`config.mk`:
```
export PLATFORM = sky130hd
export DESIGN_NAME = dual_channel_mppt_perturb_observe
export DESIGN_NICKNAME = d
export VERILOG_FILES = /design/src/design/dcmppt_pkg.sv /design/src/design/dcmppt_lane.sv /design/src/design/dcmppt_merge.sv /design/src/design/dual_channel_mppt_perturb_observe.sv
export SDC_FILE = /design/constraint.sdc
export NUM_CORES = 2
export LEC_CHECK = 0
export ABC_CLOCK_PERIOD_IN_PS = 25200
export BUFFER_PORTS_ARGS = -buffer_cell sky130_fd_sc_hd__buf_2
export CORE_MARGIN = 1
export CORE_UTILIZATION = 39
export DETAILED_ROUTE_END_ITERATION = 16
export PLACE_DENSITY = 0.63
export SYNTH_ARGS = -nofsm -noshare
export SYNTH_HDL_FRONTEND = slang
export SYNTH_SLANG_ARGS = --single-unit
```
`constraint.sdc`:
```
create_clock -name clk -period 25.2 [get_ports clk]
set_clock_uncertainty 0.05 [all_clocks]
set_input_delay 1.26 -clock clk [delete_from_list [all_inputs] [get_ports clk]]
set_output_delay 1.26 -clock clk [all_outputs]
set_load 0.01 [all_outputs]
```
`src/design/dcmppt_pkg.sv`:
```
`default_nettype none
// ----------------------------------------------------------------------------
// dcmppt_pkg
// Shared types and constants for the dual-channel perturb-and-observe tracker.
// ----------------------------------------------------------------------------
package dcmppt_pkg;

	localparam int VoltW    = 16;
	localparam int CurrW    = 16;
	localparam int PowW     = 20;
	localparam int CfgIdxW  = 3;
	localparam int CfgDataW = 19;

	// register indexes
	localparam logic [CfgIdxW-1:0] CFG_CURRENT_LIMIT    = 3'd0;
	localparam logic [CfgIdxW-1:0] CFG_MINIMUM_VOLTAGE  = 3'd1;
	localparam logic [CfgIdxW-1:0] CFG_SMALL_POWER_BAND = 3'd2;
	localparam logic [CfgIdxW-1:0] CFG_LARGE_POWER_BAND = 3'd3;
	localparam logic [CfgIdxW-1:0] CFG_COARSE_STEP      = 3'd4;
	localparam logic [CfgIdxW-1:0] CFG_FINE_STEP        = 3'd5;
	localparam logic [CfgIdxW-1:0] CFG_FAST_SEARCH_GAIN = 3'd6;
	localparam logic [CfgIdxW-1:0] CFG_CURRENT_MARGIN   = 3'd7;

	typedef struct packed {
		logic [14:0] current_limit;
		logic [14:0] minimum_voltage;
		logic [18:0] small_power_band;
		logic [18:0] large_power_band;
		logic [11:0] coarse_step;
		logic [11:0] fine_step;
		logic [18:0] fast_search_gain;
		logic [14:0] current_margin;
	} cfg_t;

	localparam cfg_t CFG_RESET = '{
		current_limit:    15'd3840,
		minimum_voltage:  15'd2560,
		small_power_band: 19'd32,
		large_power_band: 19'd160,
		coarse_step:      12'd64,
		fine_step:        12'd16,
		fast_search_gain: 19'd80,
		current_margin:   15'd128
	};

	// pipeline stage controls from the top level to the lanes and the merge
	typedef struct packed {
		logic ld_s1;
		logic ld_s2;
		logic adv_s3;
		logic upd;
	} pipe_ctl_t;

	// x / 100 == (x * RECIP_100) >> RECIP_SHIFT, exact for x < 2**22
	localparam logic [22:0] RECIP_100   = 23'd5368710;
	localparam int          RECIP_SHIFT = 29;

	localparam logic [9:0] VOLT_30V = 10'd960;

endpackage
`default_nettype wire

```
`src/design/dcmppt_lane.sv`:
```
`default_nettype none
// ----------------------------------------------------------------------------
// dcmppt_lane
// One tracker channel: seed division stages, P&O state and reference update.
// ----------------------------------------------------------------------------
module dcmppt_lane import dcmppt_pkg::*; (
	input  logic                    clk,
	input  logic                    arst_n,
	input  pipe_ctl_t               ctl,
	input  cfg_t                    cfg,
	input  logic                    run,
	input  logic signed [VoltW-1:0] volt,
	input  logic signed [CurrW-1:0] curr,
	input  logic signed [PowW-1:0]  power,
	output logic signed [VoltW-1:0] ref_next,
	output logic                    active_next
);

	localparam logic signed [17:0] SAT_MAX = 18'sd32767;
	localparam logic signed [17:0] SAT_MIN = -18'sd32768;

	// stage 1: sample and rounding numerators
	logic                    run_s1;
	logic signed [VoltW-1:0] volt_s1;
	logic signed [CurrW-1:0] curr_s1;
	logic signed [PowW-1:0]  power_s1;
	logic [21:0]             num_ref_s1;
	logic [15:0]             num_step_s1;

	// stage 2: sample and quotients
	logic                    run_s2;
	logic signed [VoltW-1:0] volt_s2;
	logic signed [CurrW-1:0] curr_s2;
	logic signed [PowW-1:0]  power_s2;
	logic [14:0]             q_ref_s2;
	logic [8:0]              q_step_s2;

	logic [44:0] prod_ref;
	logic [38:0] prod_step;

	// tracker state
	logic signed [VoltW-1:0] ref_q;
	logic [VoltW-1:0]        ocv_q;
	logic signed [PowW-1:0]  pp_q;
	logic [11:0]             step_q;
	logic                    down_q;
	logic                    on_q;
	logic                    fast_q;

	logic signed [VoltW-1:0] ref_d;
	logic [VoltW-1:0]        ocv_d;
	logic signed [PowW-1:0]  pp_d;
	logic [11:0]             step_d;
	logic                    down_d;
	logic                    on_d;
	logic                    fast_d;

	logic                    bad;
	logic [11:0]             step_use;
	logic [11:0]             seed_step;
	logic signed [21:0]      delta;
	logic signed [21:0]      gain;
	logic signed [21:0]      band;
	logic                    rise_fast;
	logic                    rise;
	logic                    fall;
	logic [15:0]             lim_sum;
	logic                    over;
	logic signed [17:0]      r0, r1, r2, r3, r4, r5;
	logic signed [17:0]      stepx, coarse, fine, vext, vlim, minv, ocv_ext;
	logic                    down_new;
	logic                    fast_new;
	logic signed [VoltW-1:0] ref_trk;

	always_ff @(posedge clk) begin
		if (ctl.ld_s1) begin
			run_s1      <= run;
			volt_s1     <= volt;
			curr_s1     <= curr;
			power_s1    <= power;
			num_ref_s1  <= {7'd0, volt[14:0]} * 22'd98 + 22'd50;
			num_step_s1 <= {1'b0, volt[14:0]} + 16'd50;
		end
	end

	assign prod_ref  = {23'd0, num_ref_s1} * {22'd0, RECIP_100};
	assign prod_step = {23'd0, num_step_s1} * {16'd0, RECIP_100};

	always_ff @(posedge clk) begin
		if (ctl.ld_s2) begin
			run_s2    <= run_s1;
			volt_s2   <= volt_s1;
			curr_s2   <= curr_s1;
			power_s2  <= power_s1;
			q_ref_s2  <= prod_ref[RECIP_SHIFT +: 15];
			q_step_s2 <= prod_step[RECIP_SHIFT +: 9];
		end
	end

	// tracking step
	assign bad       = !run_s2 || (volt_s2 <= 16'sd0) || (curr_s2 <= 16'sd0);
	assign step_use  = (step_q < cfg.coarse_step) ? cfg.coarse_step : step_q;
	assign seed_step = ({3'd0, q_step_s2} < cfg.coarse_step) ? cfg.coarse_step
	                                                         : {3'd0, q_step_s2};
	assign delta     = {{2{power_s2[PowW-1]}}, power_s2} - {{2{pp_q[PowW-1]}}, pp_q};
	assign gain      = {3'd0, cfg.fast_search_gain};
	assign band      = {3'd0, cfg.small_power_band};
	assign rise_fast = delta > gain;
	assign rise      = delta > band;
	assign fall      = (delta + band) < 22'sd0;
	assign lim_sum   = {1'b0, cfg.current_limit} + {1'b0, cfg.current_margin};
	assign over      = {{2{curr_s2[CurrW-1]}}, curr_s2} > {2'b00, lim_sum};

	assign r0      = {{2{ref_q[VoltW-1]}}, ref_q};
	assign stepx   = {6'd0, step_use};
	assign coarse  = {6'd0, cfg.coarse_step};
	assign fine    = {6'd0, cfg.fine_step};
	assign vext    = {{2{volt_s2[VoltW-1]}}, volt_s2};
	assign vlim    = vext + {8'd0, VOLT_30V};
	assign minv    = {3'd0, cfg.minimum_voltage};
	assign ocv_ext = {2'b00, ocv_q};

	always_comb begin
		down_new = down_q;
		fast_new = fast_q;
		r1       = r0;
		if (fast_q) begin
			if (rise_fast) begin
				r1 = r0 - stepx;
			end else begin
				r1       = r0 + coarse;
				fast_new = 1'b0;
			end
		end else if (rise) begin
			r1 = down_q ? r0 - stepx : r0 + stepx;
		end else if (fall) begin
			down_new = !down_q;
			r1       = down_q ? r0 + stepx : r0 - stepx;
		end else begin
			r1 = down_q ? r0 - fine : r0 + fine;
		end
	end

	assign r2 = over ? r1 + coarse : r1;
	assign r3 = (r2 > vlim) ? vext - coarse : r2;
	assign r4 = (r3 < minv) ? minv : r3;
	assign r5 = ((ocv_ext >= minv) && (r4 > ocv_ext)) ? ocv_ext : r4;

	always_comb begin
		if (r5 > SAT_MAX) begin
			ref_trk = SAT_MAX[VoltW-1:0];
		end else if (r5 < SAT_MIN) begin
			ref_trk = SAT_MIN[VoltW-1:0];
		end else begin
			ref_trk = r5[VoltW-1:0];
		end
	end

	always_comb begin
		ref_d  = ref_q;
		ocv_d  = ocv_q;
		pp_d   = pp_q;
		step_d = step_q;
		down_d = down_q;
		on_d   = on_q;
		fast_d = fast_q;
		if (bad) begin
			ref_d  = '0;
			ocv_d  = '0;
			pp_d   = '0;
			step_d = cfg.coarse_step;
			down_d = 1'b1;
			on_d   = 1'b0;
			fast_d = 1'b1;
		end else if (!on_q) begin
			// first good sample seeds just below open circuit
			ref_d  = {1'b0, q_ref_s2};
			ocv_d  = volt_s2;
			pp_d   = power_s2;
			step_d = seed_step;
			down_d = 1'b1;
			on_d   = 1'b1;
			fast_d = 1'b1;
		end else begin
			ref_d  = ref_trk;
			pp_d   = power_s2;
			down_d = down_new;
			fast_d = fast_new;
		end
	end

	assign ref_next    = ref_d;
	assign active_next = on_d;

	always_ff @(posedge clk or negedge arst_n) begin
		if (!arst_n) begin
			ref_q  <= '0;
			ocv_q  <= '0;
			pp_q   <= '0;
			step_q <= CFG_RESET.coarse_step;
			down_q <= 1'b1;
			on_q   <= 1'b0;
			fast_q <= 1'b1;
		end else if (ctl.upd) begin
			ref_q  <= ref_d;
			ocv_q  <= ocv_d;
			pp_q   <= pp_d;
			step_q <= step_d;
			down_q <= down_d;
			on_q   <= on_d;
			fast_q <= fast_d;
		end
	end

endmodule
`default_nettype wire

```
`src/design/dcmppt_merge.sv`:
```
`default_nettype none
// ----------------------------------------------------------------------------
// dcmppt_merge
// Output register: joins both lanes' results and forms the input mode.
// ----------------------------------------------------------------------------
module dcmppt_merge import dcmppt_pkg::*; (
	input  logic                    clk,
	input  logic                    arst_n,
	input  pipe_ctl_t               ctl,
	input  logic signed [VoltW-1:0] ref1,
	input  logic                    act1,
	input  logic signed [VoltW-1:0] ref2,
	input  logic                    act2,
	output logic                    result_valid,
	output logic signed [VoltW-1:0] pv1_reference,
	output logic                    pv1_active,
	output logic signed [VoltW-1:0] pv2_reference,
	output logic                    pv2_active,
	output logic [1:0]              input_mode
);

	logic                    valid_q;
	logic signed [VoltW-1:0] ref1_q;
	logic signed [VoltW-1:0] ref2_q;
	logic                    act1_q;
	logic                    act2_q;

	always_ff @(posedge clk or negedge arst_n) begin
		if (!arst_n) begin
			valid_q <= 1'b0;
		end else if (ctl.adv_s3) begin
			valid_q <= ctl.upd;
		end
	end

	always_ff @(posedge clk) begin
		if (ctl.upd) begin
			ref1_q <= ref1;
			ref2_q <= ref2;
			act1_q <= act1;
			act2_q <= act2;
		end
	end

	assign result_valid  = valid_q;
	assign pv1_reference = ref1_q;
	assign pv1_active    = act1_q;
	assign pv2_reference = ref2_q;
	assign pv2_active    = act2_q;
	assign input_mode    = {act2_q, act1_q};

endmodule
`default_nettype wire

```
`src/design/dual_channel_mppt_perturb_observe.sv`:
```
// Item to result: stage 1, stage 2 and output registers in that order.
// Throughput: one item per cycle without back-pressure; each lane updates
// its tracker state at the output register after two /100 seeding stages.
// Reset (arst_n low): pipeline emptied, registers at their defaults, both
// trackers disabled with zero reference.
`default_nettype none
// ----------------------------------------------------------------------------
// dual_channel_mppt_perturb_observe
// Two-lane perturb-and-observe MPPT with pipeline control and register file.
// ----------------------------------------------------------------------------
module dual_channel_mppt_perturb_observe import dcmppt_pkg::*; (
	input  logic                    clk,
	input  logic                    arst_n,
	// item channel
	input  logic                    item_valid,
	output logic                    item_stall,
	input  logic                    run,
	input  logic signed [VoltW-1:0] pv1_volt,
	input  logic signed [CurrW-1:0] pv1_curr,
	input  logic signed [PowW-1:0]  pv1_power,
	input  logic signed [VoltW-1:0] pv2_volt,
	input  logic signed [CurrW-1:0] pv2_curr,
	input  logic signed [PowW-1:0]  pv2_power,
	// result channel
	output logic                    result_valid,
	input  logic                    result_stall,
	output logic signed [VoltW-1:0] pv1_reference,
	output logic                    pv1_active,
	output logic signed [VoltW-1:0] pv2_reference,
	output logic                    pv2_active,
	output logic [1:0]              input_mode,
	// configuration
	input  logic                    cfg_valid,
	output logic                    cfg_ready,
	input  logic [CfgIdxW-1:0]      cfg_index,
	input  logic [CfgDataW-1:0]     cfg_data
);

	cfg_t      cfg_q;
	pipe_ctl_t ctl;
	logic      vld_s1;
	logic      vld_s2;
	logic      en1, en2, en3;

	logic signed [VoltW-1:0] ref1, ref2;
	logic                    act1, act2;

	// each stage moves when it is empty or the one after it moves
	assign en3 = !result_valid || !result_stall;
	assign en2 = !vld_s2 || en3;
	assign en1 = !vld_s1 || en2;

	assign item_stall = !en1;
	assign ctl.ld_s1  = en1;
	assign ctl.ld_s2  = en2;
	assign ctl.adv_s3 = en3;
	assign ctl.upd    = vld_s2 && en3;

	always_ff @(posedge clk or negedge arst_n) begin
		if (!arst_n) begin
			vld_s1 <= 1'b0;
			vld_s2 <= 1'b0;
		end else begin
			if (en1) begin
				vld_s1 <= item_valid;
			end
			if (en2) begin
				vld_s2 <= vld_s1;
			end
		end
	end

	assign cfg_ready = 1'b1;

	always_ff @(posedge clk or negedge arst_n) begin
		if (!arst_n) begin
			cfg_q <= CFG_RESET;
		end else if (cfg_valid && cfg_ready) begin
			case (cfg_index)
				CFG_CURRENT_LIMIT:    cfg_q.current_limit    <= cfg_data[14:0];
				CFG_MINIMUM_VOLTAGE:  cfg_q.minimum_voltage  <= cfg_data[14:0];
				CFG_SMALL_POWER_BAND: cfg_q.small_power_band <= cfg_data[18:0];
				CFG_LARGE_POWER_BAND: cfg_q.large_power_band <= cfg_data[18:0];
				CFG_COARSE_STEP:      cfg_q.coarse_step      <= cfg_data[11:0];
				CFG_FINE_STEP:        cfg_q.fine_step        <= cfg_data[11:0];
				CFG_FAST_SEARCH_GAIN: cfg_q.fast_search_gain <= cfg_data[18:0];
				CFG_CURRENT_MARGIN:   cfg_q.current_margin   <= cfg_data[14:0];
				default: ;
			endcase
		end
	end

	dcmppt_lane u_lane1 (
		.clk         (clk),
		.arst_n      (arst_n),
		.ctl         (ctl),
		.cfg         (cfg_q),
		.run         (run),
		.volt        (pv1_volt),
		.curr        (pv1_curr),
		.power       (pv1_power),
		.ref_next    (ref1),
		.active_next (act1)
	);

	dcmppt_lane u_lane2 (
		.clk         (clk),
		.arst_n      (arst_n),
		.ctl         (ctl),
		.cfg         (cfg_q),
		.run         (run),
		.volt        (pv2_volt),
		.curr        (pv2_curr),
		.power       (pv2_power),
		.ref_next    (ref2),
		.active_next (act2)
	);

	dcmppt_merge u_merge (
		.clk           (clk),
		.arst_n        (arst_n),
		.ctl           (ctl),
		.ref1          (ref1),
		.act1          (act1),
		.ref2          (ref2),
		.act2          (act2),
		.result_valid  (result_valid),
		.pv1_reference (pv1_reference),
		.pv1_active    (pv1_active),
		.pv2_reference (pv2_reference),
		.pv2_active    (pv2_active),
		.input_mode    (input_mode)
	);

endmodule
`default_nettype wire

```
Yosys cells after proc, flatten, opt, wreduce, memory -nomap -nowiden
Index checks and enable logic that the tools add are counted.
{ "classes": {"n_addsub": 25, "mul": 6, "div": 0, "order_cmp": 28, "n_eq_ne": 14, "shifts": 0, "muxes": 64, "bitwise_logic": 0, "n_reduce_logical": 30} }
{ "ops": {"columns": ["op", "n"], "rows": [
  ["18-bit 2-to-1 mux", 22],
  ["16-bit 2-to-1 mux", 12],
  ["16-bit by 13-bit adder with 17-bit output", 6],
  ["16-bit by 13-bit subtractor with 17-bit output", 6],
  ["12-bit 2-to-1 mux", 8],
  ["22-bit by 20-bit greater-than comparator with 1-bit output", 4],
  ["22-bit by 22-bit multiplier with 43-bit output (second input constant)", 2],
  ["16-bit by 22-bit multiplier with 37-bit output (second input constant)", 2],
  ["16-bit by 1-bit <= comparator with 1-bit output (second input constant)", 4],
  ["22-bit by 20-bit adder with 22-bit output", 2],
  ["22-bit by 6-bit adder with 22-bit output (second input constant)", 2],
  ["22-bit by 1-bit less-than comparator with 1-bit output (second input constant)", 2],
  ["15-bit by 6-bit multiplier with 21-bit output (second input constant)", 2],
  ["20-bit by 20-bit subtractor with 21-bit output", 2],
  ["20-bit 2-to-1 mux", 2],
  ["18-bit by 13-bit adder with 18-bit output", 2],
  ["18-bit by 16-bit greater-than comparator with 1-bit output", 2],
  ["18-bit by 16-bit greater-than comparator with 1-bit output (second input constant)", 2],
  ["18-bit by 17-bit greater-than comparator with 1-bit output", 2],
  ["18-bit greater-than comparator", 2],
  ["18-bit by 16-bit less-than comparator with 1-bit output", 2],
  ["18-bit by 16-bit less-than comparator with 1-bit output (second input constant)", 2],
  ["16-bit by 11-bit adder with 17-bit output (second input constant)", 2],
  ["15-bit by 6-bit adder with 16-bit output (second input constant)", 2],
  ["other kinds (16)", 71]
]} }
{ "totals": {"ff_bits": 612, "latchBits": 0, "ramBits": 0, "romBits": 0, "output_inout_bits": 39, "n_memories": 0} }

Longest topological paths before layout
{ "depth": {"depth_word": 21, "mapped_depth": 90, "ltp_nobuf": 82} }

By module
A second synthesis with hierarchy kept.
{ "unflattened": {"cells_unflattened": 7374, "hier_area_um2": 74845.5} }
{ "modules_own_cells": {"columns": ["module", "instances", "cells_each", "area_per_inst_um2", "seq_area_each_um2"], "rows": [
  ["dcmppt_lane at u_lane2", 1, 3512, 34436.8, 6665.1],
  ["dcmppt_lane at u_lane1", 1, 3538, 34365.5, 6665.1],
  ["dual_channel_mppt_perturb_observe", 1, 286, 4967.3, 3220.6],
  ["dcmppt_merge", 1, 38, 1076.0, 1046.0]
]} }

Worst setup path after synthesis
No wires, ideal clock.
{ "synth_path": {"path_kind": "reg-to-reg", "startpoint": "register cfg_q[47] (netlist name)", "endpoint": "register u_merge.ref2_q[11], in the netlist u_merge.pv2_reference[11] (data pin)", "arrival_time_ns": 15.822, "t_required_ns": 24.878, "path_slack_ns": 9.057, "stages_incl_launch_ff": 84, "path_buffers": 10, "cell_sequence": "dfrtp_1 -> inv_1 -> ha_1 -> a21o_1 -> a21oi_1 -> nor2b_1 -> o21ai_0 -> nand2b_1 -> a21oi_1 -> nor2b_1 -> o21ai_0 -> nand2b_1 -> a21oi_1 -> nor2b_1 -> o21ai_0 -> nand2b_1 -> a21oi_1 -> clkbuf_1 -> [... 48 more ...] -> ha_1 -> o21a_1 -> o21a_1 -> o21a_1 -> o21a_1 -> o21a_1 -> o21a_1 -> o21ai_0 -> a21o_1 -> a211oi_1 -> a2111oi_0 -> nor3_1 -> a211o_1 -> buf_2 -> a2111o_1 -> nand2_2 -> buf_6 -> a211oi_1"} }
{ "synth_between": {"elab_chain_len": 21, "elab_cells_between_ends": 27} }
{ "synth_lines": {"columns": ["element", "line_no", "text"], "rows": [
  ["start: declaration", "dual_channel_mppt_perturb_observe.sv:39", "cfg_t cfg_q;"],
  ["12-bit less-than comparator", "dcmppt_lane.sv:102", "assign step_use = (step_q < cfg.coarse_step) ? cfg.coarse_step : step_q;"],
  ["12-bit 2-to-1 mux", "dcmppt_lane.sv:102", null],
  ["16-bit by 13-bit subtractor with 17-bit output or 16-bit by 13-bit adder with 17-bit output (tied branches)", "dcmppt_lane.sv:129, dcmppt_lane.sv:135, dcmppt_lane.sv:138", null],
  ["18-bit 2-to-1 mux", "dcmppt_lane.sv:138", "r1 = down_q ? r0 + stepx : r0 - stepx;"],
  ["18-bit 2-to-1 mux", "dcmppt_lane.sv:136", "end else if (fall) begin"],
  ["18-bit 2-to-1 mux", "dcmppt_lane.sv:134", "end else if (rise) begin"],
  ["18-bit 2-to-1 mux", "dcmppt_lane.sv:127", "if (fast_q) begin"],
  ["18-bit by 13-bit adder with 18-bit output", "dcmppt_lane.sv:144", "assign r2 = over ? r1 + coarse : r1;"],
  ["[... 6 more ...]", null, null],
  ["1-bit logical AND", "dcmppt_lane.sv:147", "assign r5 = ((ocv_ext >= minv) && (r4 > ocv_ext)) ? ocv_ext : r4;"],
  ["18-bit 2-to-1 mux *", "dcmppt_lane.sv:147", null],
  ["18-bit by 16-bit less-than comparator with 1-bit output", "dcmppt_lane.sv:152", "end else if (r5 < SAT_MIN) begin"],
  ["16-bit 2-to-1 mux", "dcmppt_lane.sv:152", null],
  ["16-bit 2-to-1 mux *", "dcmppt_lane.sv:150", "if (r5 > SAT_MAX) begin"],
  ["16-bit 2-to-1 mux *", "dcmppt_lane.sv:175", "end else if (!on_q) begin"],
  ["16-bit 2-to-1 mux *", "dcmppt_lane.sv:167", "if (bad) begin"],
  ["via ref2[11]", "dual_channel_mppt_perturb_observe.sv:45", "logic signed [VoltW-1:0] ref1, ref2;"],
  ["end signal: assignment", "dcmppt_merge.sv:39", "ref2_q <= ref2;"],
  ["end: declaration", "dcmppt_merge.sv:24", "logic signed [VoltW-1:0] ref2_q;"]
]} }
The timed path passes the listed nets; every way through them passes the cells marked *.
A chain may end at the register's enable or synchronous reset.

Worst setup path after layout
{ "layout_path": {"startpoint": "register u_lane2.pp_q[0]", "endpoint": "register u_merge.ref2_q[1], in the netlist u_merge.pv2_reference[1] (data pin)"} }
{ "layout_between": {"elab_chain_len": 20, "elab_cells_between_ends": 24} }
{ "layout_lines": {"columns": ["element", "line_no", "text"], "rows": [
  ["start: declaration", "dcmppt_lane.sv:44", "logic signed [PowW-1:0] pp_q;"],
  ["start signal: assignment", "dcmppt_lane.sv:207", "pp_q <= pp_d;"],
  ["20-bit by 20-bit subtractor with 21-bit output *", "dcmppt_lane.sv:105", "assign delta = {{2{power_s2[PowW-1]}}, power_s2} - {{2{pp_q[PowW-1]}}, pp_q};"],
  ["22-bit by 20-bit adder with 22-bit output", "dcmppt_lane.sv:110", "assign fall = (delta + band) < 22'sd0;"],
  ["22-bit by 1-bit less-than comparator with 1-bit output", "dcmppt_lane.sv:110", null],
  ["18-bit 2-to-1 mux", "dcmppt_lane.sv:136", null],
  ["18-bit 2-to-1 mux", "dcmppt_lane.sv:134", null],
  ["18-bit 2-to-1 mux *", "dcmppt_lane.sv:127", null],
  ["18-bit by 13-bit adder with 18-bit output", "dcmppt_lane.sv:144", null],
  ["18-bit 2-to-1 mux *", "dcmppt_lane.sv:144", null],
  ["[... 5 more ...]", null, null],
  ["1-bit logical AND", "dcmppt_lane.sv:147", null],
  ["18-bit 2-to-1 mux *", "dcmppt_lane.sv:147", null],
  ["18-bit by 16-bit less-than comparator with 1-bit output", "dcmppt_lane.sv:152", null],
  ["16-bit 2-to-1 mux", "dcmppt_lane.sv:152", null],
  ["16-bit 2-to-1 mux *", "dcmppt_lane.sv:150", null],
  ["16-bit 2-to-1 mux *", "dcmppt_lane.sv:175", null],
  ["16-bit 2-to-1 mux *", "dcmppt_lane.sv:167", null],
  ["via ref2[1]", "dual_channel_mppt_perturb_observe.sv:45", null]
]} }
Marked as above.

==> run summary <==
Initial antenna violation count: 16. The run gives 137 as the maximum number of pins on one net before global-route repair. The master of the slowest instance on the critical path is sky130_fd_sc_hd__nand2_1.

STA classifies the critical path startpoint as a flop. The proportion of layout cells with a drive suffix above 1 is 0.0807, and the layout filler cell count is 17.5k. Setup repair after global routing left no endpoint under its margin. Static timing analysis puts the maximum clock frequency at 0.0537 GHz. Clock-pin slew was measured on the worst setup and hold paths at 60 ps.

The synthesized-area fraction occupied by and/or/nand/nor cells was 0.0904; the number of optimization iterations in the first detailed-route pass was 5. The tools report the count of final max-slew check failures as 0. The run finished with clean final reports. The number of sinks handled by clock tree synthesis is 608. In this run, post-CTS repair resized a total of 0 instances. The average cell area after synthesis is 10.1 um2, and the residual overflow from global routing is 0.

The number of clock buffers added by TritonCTS is 78. The footprint of the multi-input gates was 50700 um2; the met3 wire length was 11200 um. After detailed routing, the total wire length is 214000 um.

When the netlist entered floorplanning its net count stood at 9281. The highest metal layer carrying signal wires in the routed design is met5. For the pin with the worst max-slew slack, the measured transition is 1220 ps.

In the final routed layout, each cell accounts on average for 21.8 um. In the routed layout, each cell is associated on average with a via count of 5.45. The part of the Yosys area used for sequential elements is 0.236. Yosys attributes the largest share of cell area to sky130_fd_sc_hd__ha_1 24%, sky130_fd_sc_hd__fa_1 16%, sky130_fd_sc_hd__edfxtp_1 15%. At the end of routability-driven placement, the weighted congestion stood at 0.976.

The logs give 9853 for the post-layout instance count excluding filler cells and 176000 um for the HPWL reported at the end of detailed placement. The hold violation count in the final report was 0; the initial core utilization was 0.394. The run gives 54.5k as the via count of the first global-routing pass. After synthesis, the largest family of logic cells by area is adder cells. By instance count, the cell type seen most on the critical path is sky130_fd_sc_hd__o21ai_0. The most area-hungry cell type in the Yosys netlist is sky130_fd_sc_hd__ha_1. The tools report the arrival time of data at the critical path endpoint as 18980 ps.

The tree is rooted in a sky130_fd_sc_hd__clkbuf_16. The floorplan step defined a die boundary enclosing 187000 um2. The H-tree was split into 3 levels. The clock period could shrink to 18620 ps. TritonCTS built the clock tree. The Yosys step of the flow raised 0 warnings.

The area added between synthesis and finish was 9.14%; the remaining number of nets flagged by the antenna check after routing was 0. After floorplanning, the core was divided into 157 placement rows. The layout net count came out at 9439. For this block, the initial DRC count from the detailed router was 3609.

The run gives 25560 ps as the required time reported for the critical path endpoint. After technology mapping, the gate count stands at 7153. The fraction of the mapped netlist area in compound gates is 0.131, and the number of distinct library cell variants in the gate-level netlist after synthesis is 117. The area of the core is 184000 um2, and the clock latency of the later-clocked register in the worst-skew pair is 730 ps. The first global-routing pass estimated 328000 um of wire. The routed length on met2 was 99900 um. The fraction of synthesized area in multiplexers was 0.0293; the flop and latch count out of synthesis was 608.

Including well taps, the total number of placed cells is 9695. The headroom to the max-slew limit is 0.188, and the total area of sequential cells is 17100 um2. The capturing element type of the critical path was a flop. In the synthesized netlist the dominant register cell turns out to be sky130_fd_sc_hd__edfxtp_1.

The number of buffers added for setup after CTS was 0. The worst hold path belongs to the class flop to flop. Yosys mapped a number of flops with a built-in enable equal to 364.

Fraction of registers with async set or reset after synthesis: 0.401. The die width works out to 433 um. Via count of the routed design: 53.7k. 171 I/O pins were placed. The floorplan step set the die height to 433 um.

The number of buffers inserted by hold repair at cts came out at 0. In the final timing run, aggregate negative setup slack is 0 ps. The placed instance area is 76200 um2, and the adder-cell share of the synthesized area is 0.406. The DRC violation count after routing was 0; the setup-violating endpoint count in the final report was 0. The count of input and output buffers came out at 169.

The largest incremental delay on the critical path was 600 ps; the share of the synthesized area in the top cell type was 0.244. The tools report the total routing resource utilization after global routing as 0.229. The tools report the number of violations of the max-capacitance limit as 0.

The routed metal-1 wire length was 95000 um. In this run the worst path has a maximum fanout of 31. The cell area after technology mapping is 72400 um2, and the fraction of the cycle the final worst path needs is 0.739. Hold is met by 362 ps.

The longest clock path from root to sink contains 3 buffers. The run gives 79000 um2 as the post-route cell area. The class of the most critical setup path was flop to flop.

The xor and xnor fraction of the mapped netlist area works out to 0.0433.
[critical path: cells and delay by family, from the launching register on]
kind	cells	cell delay, ps
adders and majority gates	9	2990
and+or+nand+nor	21	4720
AOI/OAI and AO/OA	43	8440
muxes	1	410
buffers and inverters	2	920
DFF	1	390
xor gates and xnor gates	1	370
[metrics by stage]
stage / util / setup WS (ps)
2_1_floorplan: - / 9060
3_3_place_gp: 0.415 / 7000
3_5_place_dp: 0.415 / 6940
4_1_cts: 0.430 / 6880
5_1_grt: 0.430 / 5290
6_report: 0.430 / 6580
[routing by layer]
| metal | up-vias | global-route usage |
|---|---|---|
| met5 | - | 0 |
| li1 | 25300 | - |
| met1 | 26600 | 0.308 |
| met4 | 8 | 0.0838 |
| met2 | 1409 | 0.378 |
| met3 | 326 | 0.0259 |
[sequential cells by signal, indices dropped and copies added, names as in the netlist, 20 cells and up]
signal and cells:
u_lane1.pp_q 20, cfg_q 107, u_lane2.pp_q 20, u_lane2.power_s2 20, u_lane2.power_s1 20, u_lane1.num_ref_s1 21, u_lane1.power_s1 20, u_lane2.num_ref_s1 21
u_lane1.power_s2 20
[cells by family (layout without fill, tap and decap cells)]
logic type / count (synthesis) / after routing
adder cells (fa/ha/maj): 1996 / 1996
buffers and inverters: 1232 / 1456
flip-flops: 608 / 608
other: 1 / 13
XOR/XNOR: 358 / 358
AND/OR/NAND/NOR: 1348 / 1348
AO/OA/AOI/OAI: 1413 / 1413
multiplexers: 197 / 197
[final cells by class]
cell class / count / share of cell area
multi-input cells: 5313 / 0.642
flip-flops and latches: 608 / 0.216
inverters: 1080 / 0.0513
well taps: 2464 / 0.0390
clock buffers: 91 / 0.0261
repair buffers: 230 / 0.0168
clock inverters: 55 / 0.00890
diodes: 12 / 0.000380
[path summary, 6_finish.rpt]
path                                         start  cells past startpoint  slack [ps]                        to
max in group asynchronous                   arst_n                      2       23330              u_lane1.on_q
min in group asynchronous                   arst_n                      1         440           u_lane2.pp_q[3]
worst max-delay path               u_lane2.pp_q[0]                     77        6580  u_merge.pv2_reference[1]
worst min-delay path            u_lane1.volt_s1[1]                      0         360        u_lane1.volt_s2[1]
worst min register to register  u_lane1.volt_s1[1]                      0         360        u_lane1.volt_s2[1]
worst max register to register     u_lane2.pp_q[0]                     77        6580  u_merge.pv2_reference[1]
[Yosys cell counts (all sizes together), types with 15 or more instances]
cell,n
a211oi,68
a21o,120
a21oi,322
a221o,16
a221oi,29
a22o,19
a31oi,26
and2,23
and3,29
buf,41
clkbuf,111
dfrtp,226
dfstp,18
edfxtp,364
fa,585
ha,1411
inv,1079
mux2,120
mux2i,77
nand2,343
nand2b,75
nand3,145
nand4,43
nor2,349
nor2b,82
nor3,113
nor4,30
o2111ai,15
o211ai,73
o21a,80
o21ai,361
o21bai,51
o22ai,15
o31a,16
o31ai,32
or2,26
or3,31
xnor2,258
xor2,100
[placed cells by master (no fill, tap or decap), drive strengths merged, types with 82 or more instances in the layout]
master  instances
inv          1089
fa            585
nor3          113
ha           1411
dfrtp         226
xnor2         258
mux2          120
buf           230
o21ai         361
clkbuf         91
a21o          120
a21oi         322
nor2          349
nand2         343
edfxtp        364
nand3         145
nor2b          82
xor2          100
Power is not shown: default switching activity piles up to over one toggle a cycle in this logic, so the estimate is an artifact.
